`config.mk`:
```
export PLATFORM = sky130hd
export DESIGN_NAME = bpr_ctrl
export DESIGN_NICKNAME = d
export VERILOG_FILES = /design/src/sv/bpr_pkg.sv /design/src/sv/bpr_ctrl.sv
export SDC_FILE = /design/constraint.sdc
export NUM_CORES = 1
export LEC_CHECK = 0
export ABC_AREA = 1
export BUFFER_PORTS_ARGS = -buffer_cell sky130_fd_sc_hd__buf_2
export CORE_AREA = 2 2 39 41
export CTS_BUF_LIST = sky130_fd_sc_hd__clkbuf_4
export DETAILED_ROUTE_END_ITERATION = 12
export DIE_AREA = 0 0 41 43
export GPL_TIMING_DRIVEN = 0
export PLACE_DENSITY_LB_ADDON = 0.15
export SYNTH_ARGS = -nofsm -noshare
export SYNTH_HDL_FRONTEND = slang
export SYNTH_SLANG_ARGS = --single-unit
export TNS_END_PERCENT = 30
```
`constraint.sdc`:
```
create_clock -name i_clk -period 1.15 [get_ports i_clk]
set_input_delay 0.0575 -clock i_clk [delete_from_list [all_inputs] [get_ports i_clk]]
set_output_delay 0.0575 -clock i_clk [all_outputs]
set_load 0.02 [all_outputs]
```
`src/sv/bpr_pkg.sv`:
```
// ----------------------------------------------------------------------------
// bpr_pkg
// Shared types and constants for the beeper edge to PWM resampler: the
// controller states, the command and status groups between controller and
// datapath, register indexes and the averaging table.
// ----------------------------------------------------------------------------
package bpr_pkg;

    // Field widths fixed by the item and register formats.
    localparam int TIME_W   = 15;
    localparam int COUNT_W  = 16;
    localparam int CPS_W    = 3;
    localparam int CPF_W    = 15;
    localparam int VOL_W    = 16;
    localparam int LEVEL_W  = 16;
    localparam int ENTRY_W  = 16;
    localparam int AVG_W    = 9;
    localparam int CFG_IDX_W  = 2;
    localparam int CFG_DATA_W = 16;

    // Operation codes of an input beat.
    localparam logic OP_EDGE = 1'b0;
    localparam logic OP_TICK = 1'b1;

    // Configuration register indexes.
    localparam logic [CFG_IDX_W-1:0] CFG_CYCLES_PER_SAMPLE = 2'd0;
    localparam logic [CFG_IDX_W-1:0] CFG_CYCLES_PER_FRAME  = 2'd1;
    localparam logic [CFG_IDX_W-1:0] CFG_VOLUME            = 2'd2;

    // Register reset values.
    localparam logic [CPS_W-1:0] CPS_RESET = 3'd7;
    localparam logic [CPF_W-1:0] CPF_RESET = 15'd4368;
    localparam logic [VOL_W-1:0] VOL_RESET = 16'd4;

    // Averaged level floor(floor(high * 255 / cps) / 4), indexed [cps][high].
    // A zero window gives a zero level.
    localparam logic [AVG_W-1:0] AVG_LUT [8][8] = '{
        '{9'd0, 9'd0,  9'd0,   9'd0,   9'd0,   9'd0,   9'd0,   9'd0},
        '{9'd0, 9'd63, 9'd127, 9'd191, 9'd255, 9'd318, 9'd382, 9'd446},
        '{9'd0, 9'd31, 9'd63,  9'd95,  9'd127, 9'd159, 9'd191, 9'd223},
        '{9'd0, 9'd21, 9'd42,  9'd63,  9'd85,  9'd106, 9'd127, 9'd148},
        '{9'd0, 9'd15, 9'd31,  9'd47,  9'd63,  9'd79,  9'd95,  9'd111},
        '{9'd0, 9'd12, 9'd25,  9'd38,  9'd51,  9'd63,  9'd76,  9'd89},
        '{9'd0, 9'd10, 9'd21,  9'd31,  9'd42,  9'd53,  9'd63,  9'd74},
        '{9'd0, 9'd9,  9'd18,  9'd27,  9'd36,  9'd45,  9'd54,  9'd63}
    };

    // Controller states.
    typedef enum logic [3:0] {
        ST_IDLE,
        ST_READ,
        ST_POP,
        ST_TAIL,
        ST_SCALE,
        ST_MUL,
        ST_SW_RD,
        ST_SW_WR,
        ST_EMIT
    } t_state;

    // Commands from controller to datapath.
    typedef struct packed {
        logic edge_write;
        logic tick_start;
        logic rd_issue;
        logic pop;
        logic tail;
        logic scale;
        logic mul_frame;
        logic sw_start;
        logic sw_rd;
        logic sw_wr;
        logic out_load;
    } t_dp_cmd;

    // Status from datapath to controller.
    typedef struct packed {
        logic queue_empty;
        logic edge_late;
        logic sweep_needed;
        logic sweep_last;
    } t_dp_sts;

endpackage

```
`src/sv/bpr_ctrl.sv`:
```
// ----------------------------------------------------------------------------
// bpr_ctrl
// Sequencer for the resampler: accepts beats, steps the datapath through the
// edge pops, scaling, frame rebase sweep and result hand-off.
// ----------------------------------------------------------------------------
module bpr_ctrl
    import bpr_pkg::*;
(
    input  logic    i_clk,
    input  logic    i_rst_n,
    input  logic    i_in_valid,
    input  logic    i_operation,
    output logic    o_in_stall,
    output logic    o_out_valid,
    input  logic    i_out_stall,
    input  t_dp_sts i_sts,
    output t_dp_cmd o_cmd
);

    t_state r_state, n_state;
    logic   r_out_valid, n_out_valid;
    logic   w_out_free;

    // The output register can be loaded when empty or being taken this edge.
    assign w_out_free = !r_out_valid || !i_out_stall;

    // Next state.
    always_comb begin
        n_state = r_state;
        case (r_state)
            ST_IDLE: begin
                if (i_in_valid && i_operation == OP_TICK) n_state = ST_READ;
            end
            ST_READ: begin
                n_state = i_sts.queue_empty ? ST_TAIL : ST_POP;
            end
            ST_POP: begin
                n_state = i_sts.edge_late ? ST_TAIL : ST_READ;
            end
            ST_TAIL:  n_state = ST_SCALE;
            ST_SCALE: n_state = ST_MUL;
            ST_MUL: begin
                n_state = i_sts.sweep_needed ? ST_SW_RD : ST_EMIT;
            end
            ST_SW_RD: n_state = ST_SW_WR;
            ST_SW_WR: begin
                n_state = i_sts.sweep_last ? ST_EMIT : ST_SW_RD;
            end
            ST_EMIT: begin
                if (w_out_free) n_state = ST_IDLE;
            end
            default: n_state = ST_IDLE;
        endcase
    end

    // Outputs and datapath commands.
    always_comb begin
        o_cmd      = '0;
        o_in_stall = 1'b1;
        case (r_state)
            ST_IDLE: begin
                o_in_stall = 1'b0;
                o_cmd.edge_write = i_in_valid && i_operation == OP_EDGE;
                o_cmd.tick_start = i_in_valid && i_operation == OP_TICK;
            end
            ST_READ: o_cmd.rd_issue = !i_sts.queue_empty;
            ST_POP:  o_cmd.pop = !i_sts.edge_late;
            ST_TAIL: o_cmd.tail = 1'b1;
            ST_SCALE: o_cmd.scale = 1'b1;
            ST_MUL: begin
                o_cmd.mul_frame = 1'b1;
                o_cmd.sw_start  = i_sts.sweep_needed;
            end
            ST_SW_RD: o_cmd.sw_rd = 1'b1;
            ST_SW_WR: o_cmd.sw_wr = 1'b1;
            ST_EMIT: o_cmd.out_load = w_out_free;
            default: o_cmd = '0;
        endcase
    end

    // Output valid: set on load, cleared when the beat is taken.
    always_comb begin
        if (o_cmd.out_load) begin
            n_out_valid = 1'b1;
        end else if (r_out_valid && !i_out_stall) begin
            n_out_valid = 1'b0;
        end else begin
            n_out_valid = r_out_valid;
        end
    end

    assign o_out_valid = r_out_valid;

    always_ff @(posedge i_clk) begin
        if (!i_rst_n) begin
            r_state     <= ST_IDLE;
            r_out_valid <= 1'b0;
        end else begin
            r_state     <= n_state;
            r_out_valid <= n_out_valid;
        end
    end

endmodule

```
Word-level counts from Yosys, hierarchy flattened --
Index checks and enable logic that the tools add are counted.
Storage, ports and cells: output and inout bits 13, bits in registers 5, input port bits 9, word-level logic and storage cells 43
Operators by class: reductions and logical operators 11, equal/unequal tests 10, multiplexer cells 19, bitwise logic cells 1
Operator list (count):
- $pmux W4 S9 | 1
- $eq A4 B3 Y1 const B | 4
- $mux W4 | 4
- $mux W1 | 11
- $eq A4 B2 Y1 const B | 2
- $mux W2 | 3
- $eq A4 B1 Y1 const B | 1
- $eq A4 B4 Y1 const B | 1
- $logic_not A1 Y1 | 4
- $logic_not A4 Y1 | 1
- $ne A2 B2 Y1 const B | 2
- $logic_and A1 B1 Y1 | 3
- $reduce_and A2 Y1 | 1
- $reduce_bool A2 Y1 | 1
- $logic_or A1 B1 Y1 | 1
- $not A1 Y1 | 1

Longest topological paths before layout --
depth after elaboration 4, gate-level depth with buffers 8, depth with buffers taken out 8

Worst setup path before layout --
OpenSTA, ideal clock, no wires.
path kind register to output, start register r_state[1], end output o_cmd[10] (netlist bit), path buffers 0, data required time 1.092 ns, arrival 1.154 ns, stages on the path, launching flop included 4, slack -0.061 ns, cell sequence dfxtp_1 -> nor2_1 -> nand2_1 -> nor3b_2
RTL lines:
- start, declared | RTL line bpr_ctrl.sv:20 | t_state r_state, n_state;
- start signal, assigned | RTL line bpr_ctrl.sv:99 | r_state <= n_state;
- end, declared | RTL line bpr_ctrl.sv:17 | output t_dp_cmd o_cmd

==> results.md <==
Min path:
- The type of the most critical hold path is primary input to register.
- The number of stages on the worst hold path is 3.

Timing:
- The worst-case headroom to the max-slew limit is 88.57%.
- The smallest clock period supported by the final layout is computed as 1.213 ns.
- The clock skew is 0.004587 ns.
- The maximum clock frequency is 0.8245 GHz.
- Across all setup checks in the final design, the least slack found is -0.06291 ns.
- The final-report hold violation count was 0.
- Setup violations remaining at the end of the flow were counted as 8.
- The final critical path takes up 105.5% of the cycle.
- Across all hold checks on the routed design, the worst slack comes to 0.02448 ns.
- At the pin with the least slew margin, the transition time is 0.1706 ns.
- The max-slew violation count was 0.
- Setup repair after global routing could not meet its margin everywhere.

Job:
- Max-cap violations in this run came to 0.

Synth:
- In this run the mean area of a mapped cell was 5.720 um^2.
- Ranked by total cell area, the synthesized netlist is headed by dfxtp_1 (28%), nand2_1 (15%), nand3_1 (13%), inv_1 (13%), nor2_1 (11%).
- The synthesis warning total is 0.
- The most common cell in the synthesized netlist is nand2_1.
- The post-synthesis instance area is 360.3 um^2.
- Of all cell types, the one taking the most synthesized area is dfxtp_1.
- In the synthesized netlist the dominant register cell turns out to be dfxtp_1.
- The sequential fraction of the synthesis area is 27.78%.
- After synthesis, the most frequently instantiated cells are nand2_1 (14), inv_1 (12), nor2_1 (11).
- Synthesis instantiated 14 different standard cells from the library.
- Synthesis handed over a netlist of 63 instances.
- Of all flip-flops after synthesis, the portion carrying an async set or reset was 0%.
- The area share of the leading cell type in the synthesized netlist is 27.78%.
- The post-synthesis sequential element count is 5.
- Synthesis produced a netlist with a net count of 72.
- The number of flops mapped to enable cells by yosys is 0.

Clock tree:
- Counting the buffers created by CTS gives 3.
- The maximum number of buffers from clock root to sink is 2.
- The tree built by TritonCTS fans out to 5 sinks.
- The number of hold buffers added after CTS was 0.
- The later pin in the worst-skew pair is clocked with a latency of 0.24 ns.
- The master cell of the clock root buffer is clkbuf_4.
- The CTS tree is yes.
- The post-CTS clock slew at the launch and capture registers of the worst setup and hold paths is 0.05 ns.
- CTS built an H-tree with a depth of 1.

Power:
- The power per unit of standard cell area is 993.0 nW/um^2.
- The analysis attributes to net switching a power of 0.0002321 W.
- Internal power comes to 0.0004575 W.
- The leakage power figure is 0.3997 nW.
- Sequential cells account for 29.6% of the total power.
- The power share of the combinational group is 38.1%.
- The share of power burned in the clock network is 32.2%.
- The worst voltage drop across the vdd grid is 0.7188 mV.
- Net switching is 33.66% of the power.

Setup path:
- The worst register-to-register path has a depth of 8.
- STA puts the critical path data required time at 1.09 ns.
- The type of destination of the critical path is a primary output.
- By startpoint and endpoint, the worst setup path is classified as register to primary output.
- The worst setup path is launched from a register.
- STA puts the critical path data arrival time at 1.16 ns.
- Of all nets on the critical path, the largest fanout is 5.

GRT:
- The global routing stage identified its most utilized layer as met2.
- The number of antenna violations at the first check in global routing is 0.
- The overall global routing resource usage is 13.02%.
- In the global route stage, met3 resource usage came out at 4.712%.
- The total overflow left after global routing is 0.
- The first-pass GRT wire length is 1.587 mm.
- The maximum number of pins on one net before global-route repair is 6.
- The via count of the first global-routing pass came to 414.
- The met1 demand-to-capacity share in global routing is 15.36%.
- The met2 usage is 21.88%.

Cells and area:
- Cells with a size suffix above 1 make up 61.46% of the layout.
- The number of antenna diodes in the final layout is 0.
- At the end of the flow, the number of nets in the layout was 106.
- For this run, the number of standard cells in the final layout without fillers is 112.
- The number of fill cells in the layout is 152.
- The area of all placed cells without fillers is 694.4 um^2.
- The area growth from synthesis to layout is 92.71%.

Run status:
- The checks that failed: negative setup slack.
- The run finished, with violations left.

Drt:
- In the routed design, unresolved DRC markers number 0.
- In this run, the number of DRC markers left after iteration 0 of detailed routing was 4.
- The detail route stage leaves a number of antenna-violating nets equal to 0.
- The per-cell routed wire length is 9.045 um.
- The detailed router placed 488 vias in this run.
- The pre-antenna-repair detailed-routing pass consisted of 3 iterations.
- The total length of routed wires is 1.013 mm.
- The number of vias per cell after detailed routing is 4.357.

Place:
- The last weighted congestion value of the routability-driven placer is 0.7830.
- The number of port buffers is 21.
- The half-perimeter wire length after placement is 695.2 um.
- The placed cell area is 494.2 um^2.
- The post-placement cell count is 100.

Floorplanning:
- The number of standard-cell rows in the floorplan is 14.
- The floorplan step defined a die boundary enclosing 1763 um^2.
- The floorplan step set the die width to 41 um.
- The core region area is 1384 um^2.
- The initial core utilization is 26.04%.
- The height of the die is 43 um.
- 22 I/O pins were placed.
## worst paths after layout
kind / start / end / slack, ns
max reg2reg: r_state[3]$_SDFFE_PN0P_ / r_state[1]$_SDFFE_PN0P_ / -0.05
min: i_rst_n / r_state[3]$_SDFFE_PN0P_ / 0.02
max: r_state[0]$_SDFFE_PN0P_ / o_cmd[10] / -0.06
min reg2reg: o_out_valid$_SDFFE_PN0P_ / o_out_valid$_SDFFE_PN0P_ / 0.49
## metrics by stage
stage	TNS [ns]	worst slack, ns	utilization [%]	power [W]
global placement	-0.1005	-0.09038	35.71	0.0003837
finish	-0.3454	-0.06291	50.18	0.0006896
global route	-1.175	-0.1477	50.18	0.0007444
floorplan	-0.04111	-0.04111	-	0.0003264
CTS	-0.4618	-0.09717	47.74	0.0006829
detailed placement	-0.07762	-0.07762	35.71	0.0003843
## power by group through the flow
stage               sequential (W)  clock, W  combinational [W]
global route              0.000207  0.000250           0.000288
finish                    0.000204  0.000222           0.000263
floorplan                 0.000200         0           0.000127
global placement          0.000202         0           0.000182
CTS                       0.000202  0.000235           0.000246
detailed placement        0.000202         0           0.000182
## repair_timing
item	CTS	global route
gates resized for setup	33	7
gates cloned	0	0
pin swaps	5	7
setup buffers	7	2
endpoints found under the setup margin	12	13
## sequential cells by signal (all words and copies together), names as in the netlist
name	flops
r_state	4
o_out_valid	1
## kinds of logic (layout without fill, tap and decap cells)
family	count (synthesis)	count (layout)	share of synthesized area (%)
compound gates	2	2	3.125
simple gates	40	40	51.39
buf+inv	16	49	17.71
flops	5	5	27.78
## per-layer routing
layer  wire (um)  part of all wire [%]
met1         427                    42
met2         537                    53
met3          48                   4.7
met4           0                     0
met5           0                     0
## layout make-up
cell class	instances	area, um^2	share of cell area, %
Multi-Input combinational cell	42	259.0	37.30
Timing Repair Buffer	30	216.5	31.17
Sequential cell	5	112.6	16.22
Inverter	15	56.30	8.108
Clock buffer	4	30.03	4.324
Tap cell	16	20.02	2.883
## layout by cell type (no fill, tap or decap), drive strengths merged
cell,n
dfxtp,5
nor3,2
clkbuf,4
nand3,9
inv,15
a21oi,1
nand2,14
nand4,1
nor3b,1
buf,30
a31oi,1
nor2,13
## critical path, cell delays in order, from the launching register on
cell     delay [ns]
dfxtp_2        0.34
nor2_4         0.18
nand2_4        0.08
nor3b_4        0.17
buf_6          0.14
Note: power is estimated with default switching activity, not from simulation.
